[src/qsh_pkg.sv]
// shared types and constants for the split-half qpsk mapper
// no dependencies

package qsh_pkg;

  localparam int MAX_HALF_BYTES = 256;
  localparam int ADDR_W         = $clog2(MAX_HALF_BYTES);
  localparam int LEN_W          = 9;
  localparam int SAMPLE_W       = 16;
  localparam int BITS_PER_BYTE  = 8;
  localparam int BIT_CNT_W      = $clog2(BITS_PER_BYTE);

  localparam logic [LEN_W-1:0] HALF_BYTES_RESET = LEN_W'(192);
  localparam logic [LEN_W-1:0] LEN_MIN          = LEN_W'(1);
  localparam logic [LEN_W-1:0] LEN_MAX          = LEN_W'(MAX_HALF_BYTES);

  localparam logic [BIT_CNT_W-1:0] LAST_BIT = BIT_CNT_W'(BITS_PER_BYTE - 1);

  // 1/sqrt2 in q0.32, rounded to nearest at the sample width
  localparam longint unsigned INV_SQRT2_Q32 = 64'd3037000500;
  localparam logic signed [SAMPLE_W-1:0] AMP_POS =
    SAMPLE_W'((INV_SQRT2_Q32 + (64'd1 << (32 - SAMPLE_W))) >> (33 - SAMPLE_W));
  localparam logic signed [SAMPLE_W-1:0] AMP_NEG = -AMP_POS;

  typedef logic [7:0]                 byte_t;
  typedef logic [ADDR_W-1:0]          addr_t;
  typedef logic [LEN_W-1:0]           len_t;
  typedef logic signed [SAMPLE_W-1:0] sample_t;

  function automatic sample_t map_bit(input logic b);
    return b ? AMP_NEG : AMP_POS;
  endfunction

endpackage

[src/qsh_if.sv]
// channel interfaces for the split-half qpsk mapper: byte input, symbol output, config
// depends on qsh_pkg

interface qsh_byte_if;
  logic          valid;
  logic          ready;
  qsh_pkg::byte_t data_byte;

  modport source (output valid, output data_byte, input ready);
  modport sink   (input valid, input data_byte, output ready);
endinterface

interface qsh_sym_if;
  logic             valid;
  logic             ready;
  qsh_pkg::sample_t i_value;
  qsh_pkg::sample_t q_value;
  logic             byte_last;
  logic             symbol_end;

  modport source (output valid, output i_value, output q_value, output byte_last,
                  output symbol_end, input ready);
  modport sink   (input valid, input i_value, input q_value, input byte_last,
                  input symbol_end, output ready);
endinterface

interface qsh_cfg_if;
  logic          valid;
  logic          ready;
  qsh_pkg::len_t half_bytes;

  modport source (output valid, output half_bytes, input ready);
  modport sink   (input valid, input half_bytes, output ready);
endinterface

[src/qsh_ram.sv]
// generic single-port ram with registered read
// no dependencies

module qsh_ram #(
  parameter int WIDTH = 8,
  parameter int DEPTH = 256
) (
  input  logic                     clk,
  input  logic                     we,
  input  logic                     re,
  input  logic [$clog2(DEPTH)-1:0] addr,
  input  logic [WIDTH-1:0]         wdata,
  output logic [WIDTH-1:0]         rdata
);

  logic [WIDTH-1:0] mem [DEPTH];

  always_ff @(posedge clk) begin
    if (we) begin
      mem[addr] <= wdata;
    end
    if (re) begin
      rdata <= mem[addr];
    end
  end

endmodule

[src/qpsk_split_half_mapper.sv]
// top level of the split-half qpsk mapper: in-phase byte store and symbol serializer
// depends on qsh_pkg, qsh_if (interfaces) and qsh_ram

// A vector is 2*L bytes on bits, L = half_bytes clamped to 1..256. The first L bytes
// (in-phase) are written to a 256x8 ram at one byte per cycle and give no output. Each
// of the last L bytes is paired with the ram entry at the same position and gives 8
// symbols on symbols, most significant bit first, one per cycle while symbols.ready is
// high; a set bit gives -23170, a clear bit +23170. byte_last marks the 8th symbol of
// a byte and symbol_end the last symbol of the vector. A quadrature byte occupies the
// output serializer until its last symbol is taken; one further byte waits in a holding
// stage while the ram read completes. Writing half_bytes restarts the vector.

module qpsk_split_half_mapper (
  input  logic       clk,
  input  logic       rst,
  qsh_byte_if.sink   bits,
  qsh_sym_if.source  symbols,
  qsh_cfg_if.sink    cfg
);

  import qsh_pkg::*;

  len_t                  half_bytes;
  addr_t                 pos;
  logic                  second_half;
  len_t                  len;
  logic                  last_byte;
  logic                  bits_fire;
  logic                  out_fire;
  logic                  load;
  logic                  ram_we;
  logic                  ram_re;
  byte_t                 ram_rdata;

  logic                  s1_valid;
  byte_t                 s1_q;
  logic                  s1_last;

  logic                  active;
  byte_t                 ibits;
  byte_t                 qbits;
  logic [BIT_CNT_W-1:0]  cnt;
  logic                  vec_last;

  always_comb begin
    len = half_bytes;
    if (half_bytes < LEN_MIN) begin
      len = LEN_MIN;
    end else if (half_bytes > LEN_MAX) begin
      len = LEN_MAX;
    end
  end

  assign last_byte = ({1'b0, pos} + LEN_W'(1)) >= len;
  assign out_fire  = symbols.valid && symbols.ready;
  assign load      = s1_valid && (!active || (out_fire && cnt == LAST_BIT));
  assign bits.ready = !second_half || !s1_valid || load;
  assign bits_fire = bits.valid && bits.ready;
  assign ram_we    = bits_fire && !second_half;
  assign ram_re    = bits_fire && second_half;
  assign cfg.ready = 1'b1;

  qsh_ram #(
    .WIDTH (8),
    .DEPTH (MAX_HALF_BYTES)
  ) u_istore (
    .clk   (clk),
    .we    (ram_we),
    .re    (ram_re),
    .addr  (pos),
    .wdata (bits.data_byte),
    .rdata (ram_rdata)
  );

  // vector position
  always_ff @(posedge clk) begin
    if (rst) begin
      half_bytes  <= HALF_BYTES_RESET;
      pos         <= '0;
      second_half <= 1'b0;
    end else if (cfg.valid && cfg.ready) begin
      half_bytes  <= cfg.half_bytes;
      pos         <= '0;
      second_half <= 1'b0;
    end else if (bits_fire) begin
      if (last_byte) begin
        pos         <= '0;
        second_half <= !second_half;
      end else begin
        pos <= pos + ADDR_W'(1);
      end
    end
  end

  // holding stage while the ram read completes
  always_ff @(posedge clk) begin
    if (rst) begin
      s1_valid <= 1'b0;
    end else if (ram_re) begin
      s1_valid <= 1'b1;
    end else if (load) begin
      s1_valid <= 1'b0;
    end
  end

  always_ff @(posedge clk) begin
    if (ram_re) begin
      s1_q    <= bits.data_byte;
      s1_last <= last_byte;
    end
  end

  // output serializer
  always_ff @(posedge clk) begin
    if (rst) begin
      active <= 1'b0;
      cnt    <= '0;
    end else if (load) begin
      active <= 1'b1;
      cnt    <= '0;
    end else if (out_fire) begin
      if (cnt == LAST_BIT) begin
        active <= 1'b0;
      end
      cnt <= cnt + BIT_CNT_W'(1);
    end
  end

  always_ff @(posedge clk) begin
    if (load) begin
      ibits    <= ram_rdata;
      qbits    <= s1_q;
      vec_last <= s1_last;
    end else if (out_fire) begin
      ibits <= {ibits[6:0], 1'b0};
      qbits <= {qbits[6:0], 1'b0};
    end
  end

  assign symbols.valid      = active;
  assign symbols.i_value    = map_bit(ibits[7]);
  assign symbols.q_value    = map_bit(qbits[7]);
  assign symbols.byte_last  = cnt == LAST_BIT;
  assign symbols.symbol_end = (cnt == LAST_BIT) && vec_last;

  a_end_is_byte_last: assert property (@(posedge clk) disable iff (rst)
    symbols.valid && symbols.symbol_end |-> symbols.byte_last)
    else $error("symbol_end without byte_last");

  a_pos_in_range: assert property (@(posedge clk) disable iff (rst)
    {1'b0, pos} < len)
    else $error("byte position beyond active length");

  a_no_drop_mid_byte: assert property (@(posedge clk) disable iff (rst)
    out_fire && cnt != LAST_BIT |=> active)
    else $error("serializer stopped inside a byte");

  a_read_held: assert property (@(posedge clk) disable iff (rst)
    ram_re |=> s1_valid)
    else $error("quadrature byte lost after ram read");

endmodule

[src/flat_wrapper.sv]
// flat-port wrapper written by rule: the top's interface ports become plain ports
module qpsk_split_half_mapper_flat import qsh_pkg::*;
  (clk, rst, bits_valid, bits_data_byte, bits_ready, symbols_valid, symbols_i_value, symbols_q_value, symbols_byte_last, symbols_symbol_end, symbols_ready, cfg_valid, cfg_half_bytes, cfg_ready);
  qsh_byte_if bits_i ();
  qsh_sym_if symbols_i ();
  qsh_cfg_if cfg_i ();
  input  logic clk;
  input  logic rst;
  input wire logic [$bits(bits_i.valid)-1:0] bits_valid;
  input wire logic [$bits(bits_i.data_byte)-1:0] bits_data_byte;
  output wire logic [$bits(bits_i.ready)-1:0] bits_ready;
  output wire logic [$bits(symbols_i.valid)-1:0] symbols_valid;
  output wire logic [$bits(symbols_i.i_value)-1:0] symbols_i_value;
  output wire logic [$bits(symbols_i.q_value)-1:0] symbols_q_value;
  output wire logic [$bits(symbols_i.byte_last)-1:0] symbols_byte_last;
  output wire logic [$bits(symbols_i.symbol_end)-1:0] symbols_symbol_end;
  input wire logic [$bits(symbols_i.ready)-1:0] symbols_ready;
  input wire logic [$bits(cfg_i.valid)-1:0] cfg_valid;
  input wire logic [$bits(cfg_i.half_bytes)-1:0] cfg_half_bytes;
  output wire logic [$bits(cfg_i.ready)-1:0] cfg_ready;
  assign bits_i.valid = bits_valid;
  assign bits_i.data_byte = bits_data_byte;
  assign bits_ready = bits_i.ready;
  assign symbols_valid = symbols_i.valid;
  assign symbols_i_value = symbols_i.i_value;
  assign symbols_q_value = symbols_i.q_value;
  assign symbols_byte_last = symbols_i.byte_last;
  assign symbols_symbol_end = symbols_i.symbol_end;
  assign symbols_i.ready = symbols_ready;
  assign cfg_i.valid = cfg_valid;
  assign cfg_i.half_bytes = cfg_half_bytes;
  assign cfg_ready = cfg_i.ready;
  qpsk_split_half_mapper u_core (.clk(clk), .rst(rst), .bits(bits_i), .symbols(symbols_i), .cfg(cfg_i));
endmodule
[config.mk]
export PLATFORM = sky130hd
export DESIGN_NAME = qpsk_split_half_mapper_flat
export DESIGN_NICKNAME = d
export VERILOG_FILES = /design/src/qsh_pkg.sv /design/src/qsh_if.sv /design/src/qsh_ram.sv /design/src/qpsk_split_half_mapper.sv /design/src/flat_wrapper.sv
export SDC_FILE = /design/constraint.sdc
export NUM_CORES = 2
export LEC_CHECK = 0
export ABC_CLOCK_PERIOD_IN_PS = 6830
export BUFFER_PORTS_ARGS = -buffer_cell sky130_fd_sc_hd__buf_2
export CAP_MARGIN = 40
export CORE_UTILIZATION = 40
export CTS_BUF_LIST = sky130_fd_sc_hd__clkbuf_8
export DETAILED_ROUTE_END_ITERATION = 7
export PLACE_DENSITY = 0.51
export SYNTH_ARGS = -nofsm -noshare
export SYNTH_HDL_FRONTEND = slang
export SYNTH_SLANG_ARGS = --single-unit
[constraint.sdc]
create_clock -name clk -period 6.83 [get_ports clk]
set_input_delay 1.366 -clock clk [delete_from_list [all_inputs] [get_ports clk]]
set_output_delay 1.366 -clock clk [all_outputs]
set_load 0.02 [all_outputs]
==> flow_summary.ini <==
[clock_tree]
postCtsHoldBufs = 0
cts_resized = 0
htree_levels = 5
clock_latency_ns = 1.03
cts_root_buf = clkbuf_8
clock-sinks = 2105
clkTransAtPathRegs_ns = 0.06
cts_tree = yes
post_cts_buffers = 0
cts_buffer_depth = 4
cts_buffers = 359

[floorplanning]
start_util = 0.4043
core_um2 = 200500
fp-row-count = 164
die_h_um = 452.1
ios = 59
dieArea_um2 = 204400
die_w_um = 452.1

[min_path]
hold_class = flop to flop
whs_path_depth = 0
hp-start = u_core.s1_last
hold_end = u_core.vec_last

[critical_path]
cp_max_fo = 48
critPathTopFamily = simple AND/OR/NAND/NOR gates
r2r_end = u_core.pos[3]
worstSetupStartpointType = flop
r2r_slack_ns = 2.54
critPathBufInv = 1
path_cells = and2_4 > nand2_2 > buf_4 > xnor2_1 > ha_1 > nand2_1 > o21ai_0 > a31oi_1 > o21ai_1 > a221oi_1
cpMaxStageDelayCell = o21ai_1
required_ns = 7.68
arrival_ns = 5.14
worstSetupPathType = flop to flop
critical_path.max_stage_delay_ns = 0.70
reg2reg_from = u_core.pos[2]
cp-end-kind = flop
worstRegToRegCells = 10

[timing]
finalHoldViolCount = 0
finalSetupViolCount = 0
rsz0062_at_grt = false
worst_slack_ns = 2.540
min_period_ns = 4.290
slew_violations = 0
clock-skew-final_ns = 0.07178
tightest_slew_ns = 1.092
fmax_ghz = 0.2331
tns_ns = 0
slew_headroom = 0.2717
post-route-period-util = 0.6281

[yosys]
synth_top_area_cell = edfxtp_1
synthTopCellsByArea = edfxtp_1 77%, mux4_2 14%, nor2_1 1.3%
ys_seq_elements = 2105
synth_edf_count = 2082
synthSimpleGateAreaFrac = 0.01988
synth.distinct_cells = 43
synth_top_family_by_area = multiplexers
synth_fa_ha_area_frac = 0.002316
synth_xor_area_frac = 0.001405
yosysTopAreaCellShare = 0.7714
synth_seq_area_share = 0.7771
synthFlopType = edfxtp_1
netlist_instances = 3732
avgSynthCellArea_um2 = 21.72
synth-compound-area-share = 0.03583
yosysWarnings = 0
synth_area_um2 = 81050
async_flop_share = 0
synthMuxAreaShare = 0.1453

[cells_and_area]
post-route-cell-area_um2 = 90620
drive_gt1_frac = 0.2647
num-fill-cells = 16850
final_common_cell = edfxtp_1
nNetsFinal = 4018
area_growth_pct = 11.81
final_cells = 6892
layout_common_cells = 2,082 x edfxtp_1, 512 x mux4_2, 364 x clkbuf_8, 276 x nor2_1, 129 x a22oi_1

[detailed_routing]
vias_per_cell = 5.595
dr_total_vias = 38560
dr.first_iter.drc_count = 3535
dr.pass1.iters = 5
wl_um = 209500
post_drt_wl_per_cell_um = 30.40
final_antenna_net_count = 0
drcViolationCount = 0

[placement]
place_area_um2 = 84480
dp_cells = 6276
gp_congestion = 0.7944
post-place-ws_ns = 2.460
port-buffer-count = 53
hpwl_um = 119500

[global_route]
grt_pass1_vias = 40110
grt_max_degree = 170
antenna_found_initial = 6
track_usage = 0.2058
grt_overflow = 0
grt_pass1_wl_um = 300700

[pwr]
leakage_uw = 0.02762
power_density_nw_per_um2 = 276.0
peakVddDrop_v = 0.0002295

[run]
drv_cap = 0

[outcome]
outcome = finished clean
-- metal layers --
| layer | share of wire | GRT usage | vias up | wire length, um |
|---|---|---|---|---|
| met1 | 0.43 | 0.2895 | 20700 | 91070 |
| met3 | 0.056 | 0.03745 | 315 | 11680 |
| met4 | 0.024 | 0.05874 | 0 | 4943 |
| met2 | 0.49 | 0.3291 | 1286 | 101800 |
| met5 | 0 | 0 | - | 0 |
| li1 | - | - | 16270 | - |
-- registers in the layout, indices dropped and copies added, names as in the netlist --
register,cells
u_core.qbits,8
u_core.u_istore.mem,2048
u_core.half_bytes,9
u_core.symbols.valid,1
u_core.u_istore.rdata,8
u_core.s1_last,1
u_core.pos,8
u_core.s1_q,8
u_core.s1_valid,1
u_core.ibits,8
u_core.second_half,1
u_core.vec_last,1
u_core.cnt,3
-- how the worst max path moves through the flow --
stage	slack, ns	depth (start not counted)	startpoint	to
after floorplan	3.52	2	symbols_ready	bits_ready
after global placement	1.97	5	bits_valid	u_core.u_istore.mem[238][2]
after detailed placement	2.46	5	bits_valid	u_core.u_istore.mem[53][4]
after CTS	2.58	10	u_core.pos[2]	u_core.pos[3]
after global routing	2.30	10	u_core.pos[2]	u_core.pos[3]
final	2.54	10	u_core.pos[2]	u_core.pos[3]
-- metrics by stage --
stage	utilization	hold WS, ns	total power [uW]
detailed placement	0.4214	0.4045	15310
finish	0.4520	0.4260	25020
floorplan	-	0.4003	14900
CTS	0.4519	0.4279	25290
global route	0.4520	0.4347	25850
global placement	0.4197	0.4118	15290
-- area by class of cell --
type                       instances  area, um2  area share
antenna                            8      20.02   0.0002209
clock buffer                     364       5010     0.05528
timing repair buffer             152       1461     0.01613
multi-input combinational       1357      16690      0.1841
sequential                      2105      62990      0.6950
tap                             2656       3323     0.03667
inverter                           6      22.52   0.0002485
clock inverter                   244       1112     0.01227
-- power breakdown --
part | internal, uW | switching (uW) | leakage (uW)
registers | 14200 | 5.93 | 0.0189
logic | 282 | 520 | 0.00517
clock network | 5070 | 4940 | 0.00355
total | 19600 | 5460 | 0.0276
-- cells by family after synthesis --
kind of cell / after synthesis
flops: 2105
compound gates: 401
fa+ha+maj: 15
other cells: 2
xor+xnor: 13
simple gates: 388
mux: 535
buf+inv: 273
-- synth_stat cells (all sizes together), types with 5 or more instances --
| cell | number |
|---|---|
| a22o | 64 |
| mux4 | 512 |
| clkbuf | 125 |
| nor4 | 18 |
| nand2b | 5 |
| nand3 | 9 |
| nor3 | 6 |
| ha | 15 |
| o22ai | 40 |
| a221oi | 66 |
| o21ai | 20 |
| nor2b | 6 |
| a21oi | 68 |
| mux2 | 14 |
| dfxtp | 23 |
| a211oi | 6 |
| buf | 142 |
| nor2 | 277 |
| xor2 | 7 |
| and2 | 5 |
| edfxtp | 2082 |
| nand3b | 8 |
| xnor2 | 6 |
| mux2i | 9 |
| inv | 5 |
| a22oi | 129 |
| nand2 | 46 |
Power figures use the tool's default switching activity.
